==> config.mk <==
export PLATFORM = sky130hd
export DESIGN_NAME = cir_ctrl
export DESIGN_NICKNAME = d
export VERILOG_FILES = /design/src/hdl/cir_pkg.sv /design/src/hdl/cir_ctrl.sv
export SDC_FILE = /design/constraint.sdc
export NUM_CORES = 1
export LEC_CHECK = 0
export ABC_AREA = 1
export BUFFER_PORTS_ARGS = -buffer_cell sky130_fd_sc_hd__buf_4
export CAP_MARGIN = 20
export CELL_PAD_IN_SITES_DETAIL_PLACEMENT = 1
export CELL_PAD_IN_SITES_GLOBAL_PLACEMENT = 1
export CORE_MARGIN = 2
export CORE_UTILIZATION = 34
export CTS_BUF_LIST = sky130_fd_sc_hd__clkbuf_2 sky130_fd_sc_hd__clkbuf_4 sky130_fd_sc_hd__clkbuf_8
export CTS_CLUSTER_SIZE = 14
export DETAILED_ROUTE_END_ITERATION = 6
export PLACE_DENSITY_LB_ADDON = 0.1
export SYNTH_ARGS = -nofsm -noshare
export SYNTH_HDL_FRONTEND = slang
export SYNTH_SLANG_ARGS = --single-unit
==> constraint.sdc <==
create_clock -name clock -period 1.8 [get_ports clock]
set_input_delay 0.36 -clock clock [delete_from_list [all_inputs] [get_ports clock]]
set_output_delay 0.36 -clock clock [all_outputs]
set_load 0.01 [all_outputs]
==> src/hdl/cir_pkg.sv <==
// ----------------------------------------------------------------------------
// cir_pkg
// Shared types, constants and helpers for the contact impulse resolver:
// fixed-point format, command/status bundles between controller and datapath.
// ----------------------------------------------------------------------------
package cir_pkg;

   // fraction bits of the signed fixed-point velocity/mass/depth format
   localparam int FRAC_BITS = 16;

   // restitution unity in Q1.16
   localparam logic [16:0] BOUNCE_ONE = 17'd65536;

   // shared divider: magnitude of the impulse numerator is 35 bits before scaling
   localparam int DIV_NUM_W = 35 + FRAC_BITS;
   localparam int DIV_DEN_W = 33;
   localparam int DIV_CNT_W = $clog2(DIV_NUM_W);

   // shared multiplier operand widths
   localparam int MUL_A_W = 34;
   localparam int MUL_B_W = 33;
   localparam int PROD_W  = MUL_A_W + MUL_B_W;

   typedef enum logic [2:0] {
      MUL_DOT,
      MUL_JM,
      MUL_IMP,
      MUL_S,
      MUL_DV,
      MUL_P
   } mul_op_type;

   typedef enum logic [2:0] {
      WB_NONE,
      WB_ACC_CLR,
      WB_ACC_ADD,
      WB_JNUM,
      WB_IMP,
      WB_S,
      WB_NV,
      WB_C
   } wb_op_type;

   typedef struct packed {
      mul_op_type mul_op;
      logic [1:0] mul_k;
      wb_op_type  wb_op;
      logic [1:0] wb_k;
      logic       body;
      logic       cap_a;
      logic       cap_b;
      logic       ld_vn;
      logic       div_start;
      logic       div_ratio;
      logic       ld_j;
      logic       ld_ratio;
   } cmd_type;

   typedef struct packed {
      logic div_done;
   } status_type;

   function automatic logic signed [31:0] sat32(input logic signed [71:0] v);
      if (v > 72'sd2147483647) begin
         return 32'sh7FFFFFFF;
      end else if (v < -72'sd2147483648) begin
         return 32'sh80000000;
      end else begin
         return v[31:0];
      end
   endfunction

endpackage

==> src/hdl/cir_ctrl.sv <==
// ----------------------------------------------------------------------------
// cir_ctrl
// Sequencer for the resolver: pairs up beats, steps the shared multiplier
// and divider through the impulse and correction math, hands out results.
// ----------------------------------------------------------------------------
module cir_ctrl (
   input  logic                clock,
   input  logic                reset,
   input  logic                req_valid,
   input  logic                req_is_second,
   output logic                req_stall,
   output logic                rsp_valid,
   input  logic                rsp_stall,
   input  cir_pkg::status_type status,
   output cir_pkg::cmd_type    cmd
);

   typedef enum logic [4:0] {
      S_IDLE, S_DOT0, S_DOT1, S_DOT2, S_DOTW, S_VN, S_JM, S_JW, S_JDIV, S_JWAIT,
      S_IMP0, S_IMP1, S_IMP2, S_IMPW, S_RDIV, S_RWAIT, S_SM, S_SW, S_DV, S_P,
      S_PW, S_OUT
   } state_type;

   state_type  state_ff, state_in;
   logic [1:0] k_ff, k_in;
   logic       body_ff, body_in;
   logic       have_first_ff, have_first_in;
   logic       accept;

   always_comb begin
      accept        = req_valid && (state_ff == S_IDLE);
      state_in      = state_ff;
      k_in          = k_ff;
      body_in       = body_ff;
      have_first_in = have_first_ff;
      cmd           = '0;
      cmd.mul_op    = cir_pkg::MUL_DOT;
      cmd.wb_op     = cir_pkg::WB_NONE;
      cmd.body      = body_ff;
      case (state_ff)
         S_IDLE: begin
            if (accept) begin
               if (!req_is_second) begin
                  cmd.cap_a     = 1'b1;
                  have_first_in = 1'b1;
               end else if (have_first_ff) begin
                  cmd.cap_b     = 1'b1;
                  have_first_in = 1'b0;
                  state_in      = S_DOT0;
               end
            end
         end
         S_DOT0: begin
            cmd.mul_k = 2'd0;
            state_in  = S_DOT1;
         end
         S_DOT1: begin
            cmd.mul_k = 2'd1;
            cmd.wb_op = cir_pkg::WB_ACC_CLR;
            state_in  = S_DOT2;
         end
         S_DOT2: begin
            cmd.mul_k = 2'd2;
            cmd.wb_op = cir_pkg::WB_ACC_ADD;
            state_in  = S_DOTW;
         end
         S_DOTW: begin
            cmd.wb_op = cir_pkg::WB_ACC_ADD;
            state_in  = S_VN;
         end
         S_VN: begin
            cmd.ld_vn = 1'b1;
            state_in  = S_JM;
         end
         S_JM: begin
            cmd.mul_op = cir_pkg::MUL_JM;
            state_in   = S_JW;
         end
         S_JW: begin
            cmd.wb_op = cir_pkg::WB_JNUM;
            state_in  = S_JDIV;
         end
         S_JDIV: begin
            cmd.div_start = 1'b1;
            state_in      = S_JWAIT;
         end
         S_JWAIT: begin
            if (status.div_done) begin
               cmd.ld_j = 1'b1;
               state_in = S_IMP0;
            end
         end
         S_IMP0: begin
            cmd.mul_op = cir_pkg::MUL_IMP;
            cmd.mul_k  = 2'd0;
            state_in   = S_IMP1;
         end
         S_IMP1: begin
            cmd.mul_op = cir_pkg::MUL_IMP;
            cmd.mul_k  = 2'd1;
            cmd.wb_op  = cir_pkg::WB_IMP;
            cmd.wb_k   = 2'd0;
            state_in   = S_IMP2;
         end
         S_IMP2: begin
            cmd.mul_op = cir_pkg::MUL_IMP;
            cmd.mul_k  = 2'd2;
            cmd.wb_op  = cir_pkg::WB_IMP;
            cmd.wb_k   = 2'd1;
            state_in   = S_IMPW;
         end
         S_IMPW: begin
            cmd.wb_op = cir_pkg::WB_IMP;
            cmd.wb_k  = 2'd2;
            body_in   = 1'b0;
            state_in  = S_RDIV;
         end
         S_RDIV: begin
            cmd.div_start = 1'b1;
            cmd.div_ratio = 1'b1;
            state_in      = S_RWAIT;
         end
         S_RWAIT: begin
            cmd.div_ratio = 1'b1;
            if (status.div_done) begin
               cmd.ld_ratio = 1'b1;
               state_in     = S_SM;
            end
         end
         S_SM: begin
            cmd.mul_op = cir_pkg::MUL_S;
            state_in   = S_SW;
         end
         S_SW: begin
            cmd.wb_op = cir_pkg::WB_S;
            k_in      = 2'd0;
            state_in  = S_DV;
         end
         S_DV: begin
            cmd.mul_op = cir_pkg::MUL_DV;
            cmd.mul_k  = k_ff;
            state_in   = S_P;
         end
         S_P: begin
            cmd.mul_op = cir_pkg::MUL_P;
            cmd.mul_k  = k_ff;
            cmd.wb_op  = cir_pkg::WB_NV;
            cmd.wb_k   = k_ff;
            state_in   = S_PW;
         end
         S_PW: begin
            cmd.wb_op = cir_pkg::WB_C;
            cmd.wb_k  = k_ff;
            if (k_ff == 2'd2) begin
               state_in = S_OUT;
            end else begin
               k_in     = k_ff + 2'd1;
               state_in = S_DV;
            end
         end
         S_OUT: begin
            if (!rsp_stall) begin
               if (!body_ff) begin
                  body_in  = 1'b1;
                  state_in = S_RDIV;
               end else begin
                  state_in = S_IDLE;
               end
            end
         end
         default: begin
            state_in = S_IDLE;
         end
      endcase
   end

   always_ff @(posedge clock) begin
      if (reset) begin
         state_ff      <= S_IDLE;
         k_ff          <= 2'd0;
         body_ff       <= 1'b0;
         have_first_ff <= 1'b0;
      end else begin
         state_ff      <= state_in;
         k_ff          <= k_in;
         body_ff       <= body_in;
         have_first_ff <= have_first_in;
      end
   end

   assign req_stall = state_ff != S_IDLE;
   assign rsp_valid = state_ff == S_OUT;

`ifndef ASSERT_OFF
   a_out_blocks_in: assert property (@(posedge clock) disable iff (reset)
      rsp_valid |-> req_stall)
      else $error("input taken while a result is pending");

   a_div_done_wait: assert property (@(posedge clock) disable iff (reset)
      status.div_done |-> (state_ff == S_JWAIT || state_ff == S_RWAIT))
      else $error("divider finished outside a wait state");

   a_pair_ends: assert property (@(posedge clock) disable iff (reset)
      (state_ff == S_OUT && !rsp_stall && body_ff) |=> state_ff == S_IDLE)
      else $error("second result did not close the pair");
`endif

endmodule

==> metrics.txt <==
antenna violations before repair 0; Period Utilization, post-route 99.5%; final hold viol count 0; mean post-synth cell area between 5 and 6 sq um; n_diodes 0; Critical Path Slowest Stage Cell dfxtp_1; Worst EP required ~1400 ps; via count about 1100; RSZ-0062 raised after global routing yes; Setup Viol. Count Final 0; antenna-violating nets left 0; # IOs 26; gpl congestion roughly 0.92; number of distinct library cells after synthesis 23; synthesized-area fraction occupied by xor and xnor cells 0%; share of layout cells above drive strength 1 38.9%; leakage power 0.663 nW; DR WL/cell between 15 and 20 um; post-synthesis register bit count 9; root buffer cell clkbuf_4; H-tree depth 1; Simple-Gate Fraction of Synth Area between 50% and 60%; pwr/cell area roughly 1300 nW/um^2; CP Capture Type primary output; CTS clock-pin slew for the worst setup and hold paths 60 ps; final global-route overflow total 0; number of global-route vias before repair roughly 1000; initial DRC count 15; Critical Path Start Type register; compound-gate portion of the synthesized area just under 10%; final cell count without fillers 220; num rows 18; Worst-Skew Late Latency between 200 and 300 ps; dpl hpwl between 2 and 2.5 mm; drt drc 0; Via density 5.19; CTS Hold Bufs 0; Place WS ~41 ps; first-pass GRT wire length between 4 and 5 mm; crit-path max FO 11; post-synthesis sequential area ratio roughly a fifth; warning count from the yosys run 0; Area Growth Syn to Fin 51.0%; Worst slew margin 81.5%; critical path arrival about 1400 ps; fmax 558 MHz; Clock Path Buffers 2; Worst VDD drop about 0.75 mV; Initial Utilization a little over a third; clk_skew 2.02 ps; CP Class register to primary output; combinational family with the most area after synthesis simple AND/OR/NAND/NOR gates; Die W around 54 um; Tmin final about 1800 ps; final setup margin roughly 8.7 ps; dpl cells between 200 and 250; CP cell instances buf_6, nand4_1, nand2_2, buf_4, nand2_1, nand2_1, buf_6; total of max-cap violations 0; IO Port Bufs 25; Syn Nets about 160; Final Max Slew Viols 0; drt first pass iters 4; DIE HEIGHT between 50 and 60 um; Synth Area in Adders between 1 and 1.5%; mux cell area share after synthesis 0%; status finished, final reports clean; post-synthesis cell count ~150; TritonCTS Buffers 3; Post-Route WL between 3 and 4 mm; commonest non-fill, non-tap cell in the layout nand2_1; pin count of the biggest net entering global routing 12; Setup TNS 0 ps; slowest cell delay on critical path roughly 360 ps; CTS tree yes; most frequent cells in the layout nand2_1 (40), buf_4 (34), nand3_1 (19), nor2_1 (17), inv_1 (14); reg-to-reg slack, setup around 330 ps; fillcell total 351; Num Clock Sinks 9; Die ar. between 2000 and 3000 sq um; Core Box Area roughly 2400 sq um; Worst-Margin Slew 276 ps; Total GRT Usage 24.6%; worst min-delay path category primary input to register; Power, Total roughly 0.0017 W; nets@finish 198; Post-Syn Area roughly 840 sq um
power by group:
| group | internal, W | switching (W) |
|---|---|---|
| sequential | 0.000263 | 0.0000865 |
| combinational | 0.000477 | 0.000699 |
| clock | 0.000101 | 0.0000795 |
repair_timing:
item,CTS,global route
pin swaps,5,6
gates resized for setup,12,20
endpoints found under the setup margin,13,15
buffers inserted,6,3
through the flow:
stage	instance area (sq um)	hold WS, ps	utilization [%]
floorplan	843	444	-
global placement	1070	456	44.6
detailed placement	1070	472	44.6
CTS	1190	316	49.2
global route	1270	333	52.9
finish	1270	311	52.9
final timing paths:
| check | cells after the start | from | to |
|---|---|---|---|
| setup / recovery | 7 | state_ff[4]$_SDFFE_PP0P_ | cmd[9] |
| hold reg to reg | 2 | have_first_ff$_SDFFE_PP0P_ | have_first_ff$_SDFFE_PP0P_ |
| hold / removal | 2 | reset | have_first_ff$_SDFFE_PP0P_ |
| setup reg to reg | 8 | state_ff[3]$_SDFFE_PP0P_ | state_ff[2]$_SDFFE_PP0P_ |
sequential cells by signal, summed over array words and instances, names as in the netlist:
signal and count:
k_ff 2, body_ff 1, have_first_ff 1, state_ff 5
worst max-delay path, delay by kind of cell (launching register included):
kind          cells  cell delay (ps)
simple gates      4              410
buf+inv           3              390
flops             1              360
Yosys cell counts:
cell,count,area (sq um)
nand4_1,5,31.3
or2_0,1,6.26
o211ai_1,2,15.0
buf_4,1,7.51
a211oi_1,1,7.51
a21oi_1,6,30.0
dfxtp_1,9,180
buf_1,1,3.75
nand3_1,22,110
nor2_4,2,22.5
inv_2,4,15.0
nand2_2,1,6.26
nor2_2,6,37.5
ha_1,1,12.5
o21ai_0,3,15.0
o21ai_1,1,5.00
nor2_1,22,82.6
buf_2,1,5.00
nand2_1,42,158
inv_1,17,63.8
nand3_2,1,10.0
o21ai_2,1,8.76
nor3_1,2,10.0
per-layer routing:
layer	vias to the layer above	part of all wire, %	GRT usage [%]
met1	542	45	31.3
li1	569	-	-
met4	0	2.2	14.5
met2	24	51	38.8
met5	-	0	0
met3	7	2.7	3.89
cell type report:
type | instances | area (sq um) | area share [%]
inverters | 21 | 78.8 | 6.19
multi-input cells | 119 | 634 | 49.8
well taps | 30 | 37.5 | 2.95
flip-flops and latches | 9 | 195 | 15.3
clock buffers | 4 | 30.0 | 2.36
repair buffers | 37 | 298 | 23.4
cell families after synthesis:
group / after synthesis
fa+ha+maj: 1
buf+inv: 24
compound gates: 14
simple gates: 104
flops: 9
(Power assumes the default switching activity.)
