--- src/hdl/cir_pkg.sv ---
// ----------------------------------------------------------------------------
// cir_pkg
// Shared types, constants and helpers for the contact impulse resolver:
// fixed-point format, command/status bundles between controller and datapath.
// ----------------------------------------------------------------------------
package cir_pkg;

   // fraction bits of the signed fixed-point velocity/mass/depth format
   localparam int FRAC_BITS = 16;

   // restitution unity in Q1.16
   localparam logic [16:0] BOUNCE_ONE = 17'd65536;

   // shared divider: magnitude of the impulse numerator is 35 bits before scaling
   localparam int DIV_NUM_W = 35 + FRAC_BITS;
   localparam int DIV_DEN_W = 33;
   localparam int DIV_CNT_W = $clog2(DIV_NUM_W);

   // shared multiplier operand widths
   localparam int MUL_A_W = 34;
   localparam int MUL_B_W = 33;
   localparam int PROD_W  = MUL_A_W + MUL_B_W;

   typedef enum logic [2:0] {
      MUL_DOT,
      MUL_JM,
      MUL_IMP,
      MUL_S,
      MUL_DV,
      MUL_P
   } mul_op_type;

   typedef enum logic [2:0] {
      WB_NONE,
      WB_ACC_CLR,
      WB_ACC_ADD,
      WB_JNUM,
      WB_IMP,
      WB_S,
      WB_NV,
      WB_C
   } wb_op_type;

   typedef struct packed {
      mul_op_type mul_op;
      logic [1:0] mul_k;
      wb_op_type  wb_op;
      logic [1:0] wb_k;
      logic       body;
      logic       cap_a;
      logic       cap_b;
      logic       ld_vn;
      logic       div_start;
      logic       div_ratio;
      logic       ld_j;
      logic       ld_ratio;
   } cmd_type;

   typedef struct packed {
      logic div_done;
   } status_type;

   function automatic logic signed [31:0] sat32(input logic signed [71:0] v);
      if (v > 72'sd2147483647) begin
         return 32'sh7FFFFFFF;
      end else if (v < -72'sd2147483648) begin
         return 32'sh80000000;
      end else begin
         return v[31:0];
      end
   endfunction

endpackage

--- src/hdl/cir_div.sv ---
// ----------------------------------------------------------------------------
// cir_div
// Unsigned restoring divider, one quotient bit per cycle. Denominator must
// stay stable while running; done pulses for one cycle with the quotient.
// ----------------------------------------------------------------------------
module cir_div (
   input  logic                           clock,
   input  logic                           reset,
   input  logic                           start,
   input  logic [cir_pkg::DIV_NUM_W-1:0]  num,
   input  logic [cir_pkg::DIV_DEN_W-1:0]  den,
   output logic                           done,
   output logic [cir_pkg::DIV_NUM_W-1:0]  quot
);

   logic                          run_ff, run_in;
   logic                          done_ff, done_in;
   logic [cir_pkg::DIV_CNT_W-1:0] cnt_ff, cnt_in;
   logic [cir_pkg::DIV_DEN_W:0]   rem_ff, rem_in;
   logic [cir_pkg::DIV_NUM_W-1:0] quot_ff, quot_in;
   logic [cir_pkg::DIV_DEN_W:0]   rem_sh;
   logic                          fits;

   always_comb begin
      rem_sh  = {rem_ff[cir_pkg::DIV_DEN_W-1:0], quot_ff[cir_pkg::DIV_NUM_W-1]};
      fits    = rem_sh >= {1'b0, den};
      run_in  = run_ff;
      done_in = 1'b0;
      cnt_in  = cnt_ff;
      rem_in  = rem_ff;
      quot_in = quot_ff;
      if (start) begin
         run_in  = 1'b1;
         cnt_in  = cir_pkg::DIV_CNT_W'(cir_pkg::DIV_NUM_W - 1);
         rem_in  = '0;
         quot_in = num;
      end else if (run_ff) begin
         rem_in  = fits ? rem_sh - {1'b0, den} : rem_sh;
         quot_in = {quot_ff[cir_pkg::DIV_NUM_W-2:0], fits};
         cnt_in  = cnt_ff - 1'b1;
         if (cnt_ff == '0) begin
            run_in  = 1'b0;
            done_in = 1'b1;
         end
      end
   end

   always_ff @(posedge clock) begin
      if (reset) begin
         run_ff  <= 1'b0;
         done_ff <= 1'b0;
         cnt_ff  <= '0;
      end else begin
         run_ff  <= run_in;
         done_ff <= done_in;
         cnt_ff  <= cnt_in;
      end
      rem_ff  <= rem_in;
      quot_ff <= quot_in;
   end

   assign done = done_ff;
   assign quot = quot_ff;

endmodule

--- src/hdl/cir_dpath.sv ---
// ----------------------------------------------------------------------------
// cir_dpath
// Datapath: held body records, shared multiplier with product register,
// shared divider, and the result registers for one body at a time.
// ----------------------------------------------------------------------------
module cir_dpath (
   input  logic                clock,
   input  logic                reset,
   input  cir_pkg::cmd_type    cmd,
   output cir_pkg::status_type status,
   input  logic signed [31:0]  req_vel_x,
   input  logic signed [31:0]  req_vel_y,
   input  logic signed [31:0]  req_vel_z,
   input  logic [16:0]         req_bounce,
   input  logic [31:0]         req_inv_mass,
   input  logic                req_movable,
   input  logic signed [17:0]  req_normal_x,
   input  logic signed [17:0]  req_normal_y,
   input  logic signed [17:0]  req_normal_z,
   input  logic [30:0]         req_depth,
   output logic signed [31:0]  rsp_new_vel_x,
   output logic signed [31:0]  rsp_new_vel_y,
   output logic signed [31:0]  rsp_new_vel_z,
   output logic signed [31:0]  rsp_corr_x,
   output logic signed [31:0]  rsp_corr_y,
   output logic signed [31:0]  rsp_corr_z,
   output logic                rsp_updated,
   output logic                rsp_grounded
);

   // held body A, captured body B and contact
   logic signed [31:0] a_vel_ff [3];
   logic [16:0]        a_bounce_ff;
   logic [31:0]        a_inv_ff;
   logic               a_mov_ff;
   logic signed [31:0] b_vel_ff [3];
   logic [16:0]        b_bounce_ff;
   logic [31:0]        b_inv_ff;
   logic               b_mov_ff;
   logic signed [17:0] n_ff [3];
   logic [30:0]        depth_ff;

   // intermediate results
   logic signed [cir_pkg::PROD_W-1:0]  prod_ff;
   logic signed [52:0]                 acc_ff;
   logic signed [31:0]                 vn_ff;
   logic signed [34:0]                 jnum_ff;
   logic signed [31:0]                 j_ff;
   logic signed [31:0]                 imp_ff [3];
   logic [cir_pkg::FRAC_BITS:0]        ratio_ff;
   logic [30:0]                        s_ff;
   logic signed [31:0]                 nv_ff [3];
   logic signed [31:0]                 c_ff [3];

   logic [16:0]                        e_min;
   logic [16:0]                        e_val;
   logic [17:0]                        one_plus_e;
   logic [32:0]                        inv_sum;
   logic                               upd_a;
   logic                               upd_b;
   logic                               upd;
   logic [31:0]                        own;
   logic signed [31:0]                 v_sel;
   logic signed [cir_pkg::MUL_A_W-1:0] mul_a;
   logic signed [cir_pkg::MUL_B_W-1:0] mul_b;
   logic signed [cir_pkg::PROD_W-1:0]  prod_sh;
   logic signed [cir_pkg::PROD_W-1:0]  jm_sh;
   logic [34:0]                        j_abs;
   logic [cir_pkg::DIV_NUM_W-1:0]      div_num;
   logic [cir_pkg::DIV_NUM_W-1:0]      div_quot;
   logic                               div_done;
   logic signed [71:0]                 q_ext;
   logic signed [71:0]                 nv_sum;
   logic signed [71:0]                 p_ext;

   always_comb begin
      e_min      = (a_bounce_ff < b_bounce_ff) ? a_bounce_ff : b_bounce_ff;
      e_val      = (e_min > cir_pkg::BOUNCE_ONE) ? cir_pkg::BOUNCE_ONE : e_min;
      one_plus_e = 18'(cir_pkg::BOUNCE_ONE) + {1'b0, e_val};
      inv_sum    = (a_mov_ff ? {1'b0, a_inv_ff} : 33'd0)
                 + (b_mov_ff ? {1'b0, b_inv_ff} : 33'd0);
      upd_a      = a_mov_ff && (inv_sum != 33'd0);
      upd_b      = b_mov_ff && (inv_sum != 33'd0);
      upd        = cmd.body ? upd_b : upd_a;
      own        = cmd.body ? b_inv_ff : a_inv_ff;
      v_sel      = cmd.body ? b_vel_ff[cmd.wb_k] : a_vel_ff[cmd.wb_k];
   end

   // shared multiplier operand select
   always_comb begin
      case (cmd.mul_op)
         cir_pkg::MUL_DOT: begin
            mul_a = 34'(a_vel_ff[cmd.mul_k]) - 34'(b_vel_ff[cmd.mul_k]);
            mul_b = 33'(n_ff[cmd.mul_k]);
         end
         cir_pkg::MUL_JM: begin
            mul_a = 34'(vn_ff);
            mul_b = $signed({15'b0, one_plus_e});
         end
         cir_pkg::MUL_IMP: begin
            mul_a = 34'(j_ff);
            mul_b = 33'(n_ff[cmd.mul_k]);
         end
         cir_pkg::MUL_S: begin
            mul_a = $signed({3'b0, depth_ff});
            mul_b = $signed({{(cir_pkg::MUL_B_W - cir_pkg::FRAC_BITS - 1){1'b0}}, ratio_ff});
         end
         cir_pkg::MUL_DV: begin
            mul_a = $signed({2'b0, own});
            mul_b = 33'(imp_ff[cmd.mul_k]);
         end
         cir_pkg::MUL_P: begin
            mul_a = $signed({3'b0, s_ff});
            mul_b = 33'(n_ff[cmd.mul_k]);
         end
         default: begin
            mul_a = '0;
            mul_b = '0;
         end
      endcase
   end

   always_comb begin
      prod_sh = prod_ff >>> cir_pkg::FRAC_BITS;
      // Q2.16 one-plus-restitution factor
      jm_sh   = prod_ff >>> 16;
      j_abs   = jnum_ff[34] ? 35'(-jnum_ff) : 35'(jnum_ff);
      div_num = cmd.div_ratio ? {3'b0, own, {cir_pkg::FRAC_BITS{1'b0}}}
                              : {j_abs, {cir_pkg::FRAC_BITS{1'b0}}};
      q_ext   = $signed(72'({1'b0, div_quot}));
      nv_sum  = cmd.body ? 72'(v_sel) - 72'(prod_sh) : 72'(v_sel) + 72'(prod_sh);
      p_ext   = cmd.body ? -72'(prod_ff) : 72'(prod_ff);
   end

   cir_div u_div (
      .clock (clock),
      .reset (reset),
      .start (cmd.div_start),
      .num   (div_num),
      .den   (inv_sum),
      .done  (div_done),
      .quot  (div_quot)
   );

   assign status.div_done = div_done;

   always_ff @(posedge clock) begin
      prod_ff <= mul_a * mul_b;
      if (cmd.cap_a) begin
         a_vel_ff[0] <= req_vel_x;
         a_vel_ff[1] <= req_vel_y;
         a_vel_ff[2] <= req_vel_z;
         a_bounce_ff <= req_bounce;
         a_inv_ff    <= req_inv_mass;
         a_mov_ff    <= req_movable;
      end
      if (cmd.cap_b) begin
         b_vel_ff[0] <= req_vel_x;
         b_vel_ff[1] <= req_vel_y;
         b_vel_ff[2] <= req_vel_z;
         b_bounce_ff <= req_bounce;
         b_inv_ff    <= req_inv_mass;
         b_mov_ff    <= req_movable;
         n_ff[0]     <= req_normal_x;
         n_ff[1]     <= req_normal_y;
         n_ff[2]     <= req_normal_z;
         depth_ff    <= req_depth;
      end
      if (cmd.ld_vn) begin
         vn_ff <= cir_pkg::sat32(72'(acc_ff >>> cir_pkg::FRAC_BITS));
      end
      if (cmd.ld_j) begin
         if (inv_sum == 33'd0) begin
            j_ff <= '0;
         end else begin
            // divider works on magnitudes, quotient truncates toward zero
            j_ff <= cir_pkg::sat32(jnum_ff[34] ? -q_ext : q_ext);
         end
      end
      if (cmd.ld_ratio) begin
         ratio_ff <= div_quot[cir_pkg::FRAC_BITS:0];
      end
      case (cmd.wb_op)
         cir_pkg::WB_ACC_CLR: begin
            acc_ff <= $signed(prod_ff[52:0]);
         end
         cir_pkg::WB_ACC_ADD: begin
            acc_ff <= acc_ff + $signed(prod_ff[52:0]);
         end
         cir_pkg::WB_JNUM: begin
            jnum_ff <= 35'(-jm_sh);
         end
         cir_pkg::WB_IMP: begin
            imp_ff[cmd.wb_k] <= cir_pkg::sat32(72'(prod_sh));
         end
         cir_pkg::WB_S: begin
            s_ff <= prod_ff[cir_pkg::FRAC_BITS+30:cir_pkg::FRAC_BITS];
         end
         cir_pkg::WB_NV: begin
            nv_ff[cmd.wb_k] <= upd ? cir_pkg::sat32(nv_sum) : v_sel;
         end
         cir_pkg::WB_C: begin
            c_ff[cmd.wb_k] <= upd ? cir_pkg::sat32(p_ext >>> cir_pkg::FRAC_BITS) : 32'sd0;
         end
         default: begin
         end
      endcase
   end

   assign rsp_new_vel_x = nv_ff[0];
   assign rsp_new_vel_y = nv_ff[1];
   assign rsp_new_vel_z = nv_ff[2];
   assign rsp_corr_x    = c_ff[0];
   assign rsp_corr_y    = c_ff[1];
   assign rsp_corr_z    = c_ff[2];
   assign rsp_updated   = upd;
   assign rsp_grounded  = cmd.body ? (n_ff[1] < 18'sd0) : (n_ff[1] > 18'sd0);

endmodule

--- config.mk ---
export PLATFORM = sky130hd
export DESIGN_NAME = cir_dpath
export DESIGN_NICKNAME = d
export VERILOG_FILES = /design/src/hdl/cir_pkg.sv /design/src/hdl/cir_div.sv /design/src/hdl/cir_dpath.sv
export SDC_FILE = /design/constraint.sdc
export NUM_CORES = 2
export LEC_CHECK = 0
export BUFFER_PORTS_ARGS = -buffer_cell sky130_fd_sc_hd__buf_2
export CORE_MARGIN = 2
export CORE_UTILIZATION = 45
export DETAILED_ROUTE_END_ITERATION = 12
export PLACE_DENSITY_LB_ADDON = 0.25
export SLEW_MARGIN = 20
export SYNTH_ARGS = -nofsm -noshare
export SYNTH_HDL_FRONTEND = slang
export SYNTH_SLANG_ARGS = --single-unit
--- constraint.sdc ---
create_clock -name clock -period 19.8 [get_ports clock]
set_clock_uncertainty 0.05 [all_clocks]
set_input_delay 3.96 -clock clock [delete_from_list [all_inputs] [get_ports clock]]
set_output_delay 3.96 -clock clock [all_outputs]
set_load 0.03 [all_outputs]
==> out/metrics.yaml <==
place_hpwl_mm: 248
wl_mm: 315
synth_compound_area_frac: 0.108
critical_path_arrival_ns: 17.84
max_stage_delay_ns: 0.84
fin_crit_sh: 0.869
antenna_found_initial: 17
dieArea_um2: 213000
synth_mux_area_frac: 0.0385
fin_nets: 11490
drive_gt1_frac: 0.114
final.setup.worst_slack_ns: 2.59
yosys_warnings: 0
io_buffers: 445
die_y_um: 462
insertion_delay_ns: 0.84
wl_per_cell_um: 25.1
track_usage: 0.295
drt_iter0_markers: 6471
yosysMostFrequentCell: "inv_1"
clock_path_buffers: 3
cp_max_fo: 65
synth-edff-count: 916
ys.flop_type: "edfxtp_1"
path_clk_slew_ns: 0.07
synthToLayoutAreaGrowth_pct: 10.4
ys_seq_area_frac: 0.315
yosys-top-cells-count: "inv_1 (1,416), fa_1 (1,159), nor2_1 (941)"
ys_ff_latch: 1024
rsz0062_at_grt: "false"
root_buffer: "clkbuf_16"
num_vias: 71289
cts-hold-fix-buffers: 0
status: "completed"
drc_errors: 0
synthArstFlopShare: 0
holdWs_ns: 0.443
postSynthAreaPerCell_um2: 10.1
htree_levels: 3
period_needed_ns: 17.21
synth_top_area_frac: 0.292
post_cts_resized: 0
setup_tns_ns: 0
numCtsBuffers: 116
critPathLaunchType: "primary input"
slew_headroom: 0.127
cap_violations: 0
worstSetupEndpointType: "flop"
cpMaxStageDelayCell: "fa_1"
rows: 168
setup_viol: 0
synth_fa_ha_area_frac: 0.305
synth_cells: 9347
grt_max_degree: 107
grt-ovfl-total: 0
place_congestion: 0.970
finalHoldViolations: 0
max_freq_mhz: 58.1
worst-setup-path-type: "primary input to flop"
synth_top_cell_by_area: "edfxtp_1"
dr.pass1.iters: 6
min_path_type: "flop to flop"
pin_count: 446
cts_sinks: 1024
synth_top_family_by_area: "adder cells"
grt_pass1_wl_mm: 466
syn_nets: 11197
via_per_inst: 5.68
start_util: 0.451
cts_tree: "built"
antenna_left: 0
grt_pass1_vias: 71979
dp_slack_ns: 1.83
cts_setup_buffers: 0
required_ns: 20.43
tightest_slew_ns: 1.31
final-max-slew-violation-count: 0
synthXorXnorAreaFrac: 0.0418
fp.coreArea_um2: 209000
synth.top_cells.by_area: "edfxtp_1 (29%), fa_1 (25%), ha_1 (5.8%), inv_1 (5.6%), nor2_1 (3.7%)"
synth.distinct_cells: 96
synthSimpleGateAreaFrac: 0.117
synthesis.area_um2: 94300
fp.dieW_um: 462
-- through the flow --
stage / util / area [µm²] / cells
2_1_floorplan: - / 94300 / 9347
3_3_place_gp: 0.479 / 100000 / 12325
3_5_place_dp: 0.479 / 100000 / 12327
4_1_cts: 0.498 / 104000 / 12543
5_1_grt: 0.498 / 104000 / 12547
6_report: 0.498 / 104000 / 12553
-- cell type report --
type | instances | area (µm²)
Fill cell | 19327 | 105000
Clock inverter | 75 | 906
Inverter | 1418 | 5330
Tap cell | 2805 | 3510
Antenna cell | 10 | 25.0
Clock buffer | 141 | 3050
Timing Repair Buffer | 645 | 3800
Multi-Input combinational cell | 6435 | 57800
Sequential cell | 1024 | 29700
-- layer usage --
metal | track usage | wire, µm
met1 | 0.406 | 133000
met2 | 0.464 | 143000
met3 | 0.0565 | 26000
met4 | 0.108 | 12800
met5 | 0 | 48
-- final timing paths --
kind | from | to | slack [ns] | cells past startpoint
max | cmd[13] | prod_ff[65]$_DFF_P_ | 2.59 | 45
min | u_div.rem_ff[32]$_SDFFE_PP0P_ | u_div.rem_ff[32]$_SDFFE_PP0P_ | 0.44 | 2
max reg2reg | a_vel_ff[1][0]$_DFFE_PP_ | prod_ff[65]$_DFF_P_ | 6.39 | 44
min reg2reg | u_div.rem_ff[32]$_SDFFE_PP0P_ | u_div.rem_ff[32]$_SDFFE_PP0P_ | 0.44 | 2
-- kinds of logic (layout without fill, tap and decap cells) --
kind of cell / count (synthesis) / in the layout
adders and majority gates: 1599 / 1599
other: 0 / 10
buffers and inverters: 1888 / 2279
xor gates and xnor gates: 450 / 450
AOI/OAI and AO/OA: 1574 / 1574
muxes: 314 / 314
and+or+nand+nor: 2498 / 2498
DFF: 1024 / 1024
-- registers in the layout (all words and copies together), names as in the netlist, 33 cells and up --
name / count
a_vel_ff: 96
b_vel_ff: 96
c_ff: 96
imp_ff: 96
nv_ff: 96
prod_ff: 67
n_ff: 54
acc_ff: 53
u_div.quot: 51
jnum_ff: 35
u_div.rem_ff: 33
-- worst max-delay path: cells and delay by family --
kind,cells,cell delay (ns)
compound gates,15,3.42
xor+xnor,1,0.13
fa+ha+maj,11,5.88
buf+inv,10,1.86
mux,1,0.28
simple gates,7,1.82
-- placed cells by master, fill, tap and decap left out, drive strengths merged, types with 32 or more instances in the layout --
cell type / instances
ha: 440
o21bai: 44
mux2i: 194
clkbuf: 141
a21oi: 476
o22ai: 43
nand3: 76
xor2: 133
o31ai: 47
nand2: 913
nor4: 58
nor2: 942
xnor2: 317
nor2b: 39
a221o: 46
and2: 94
nand2b: 60
dfxtp: 108
nand4: 77
o21a: 46
a22oi: 32
mux2: 90
o21ai: 334
clkinv: 50
or2: 36
edfxtp: 916
a21o: 241
a211oi: 53
fa: 1159
nor3: 66
a31oi: 37
buf: 645
inv: 1425
o211ai: 46
Power is not shown: default switching activity piles up to over one toggle a cycle in this logic, so the estimate is an artifact.
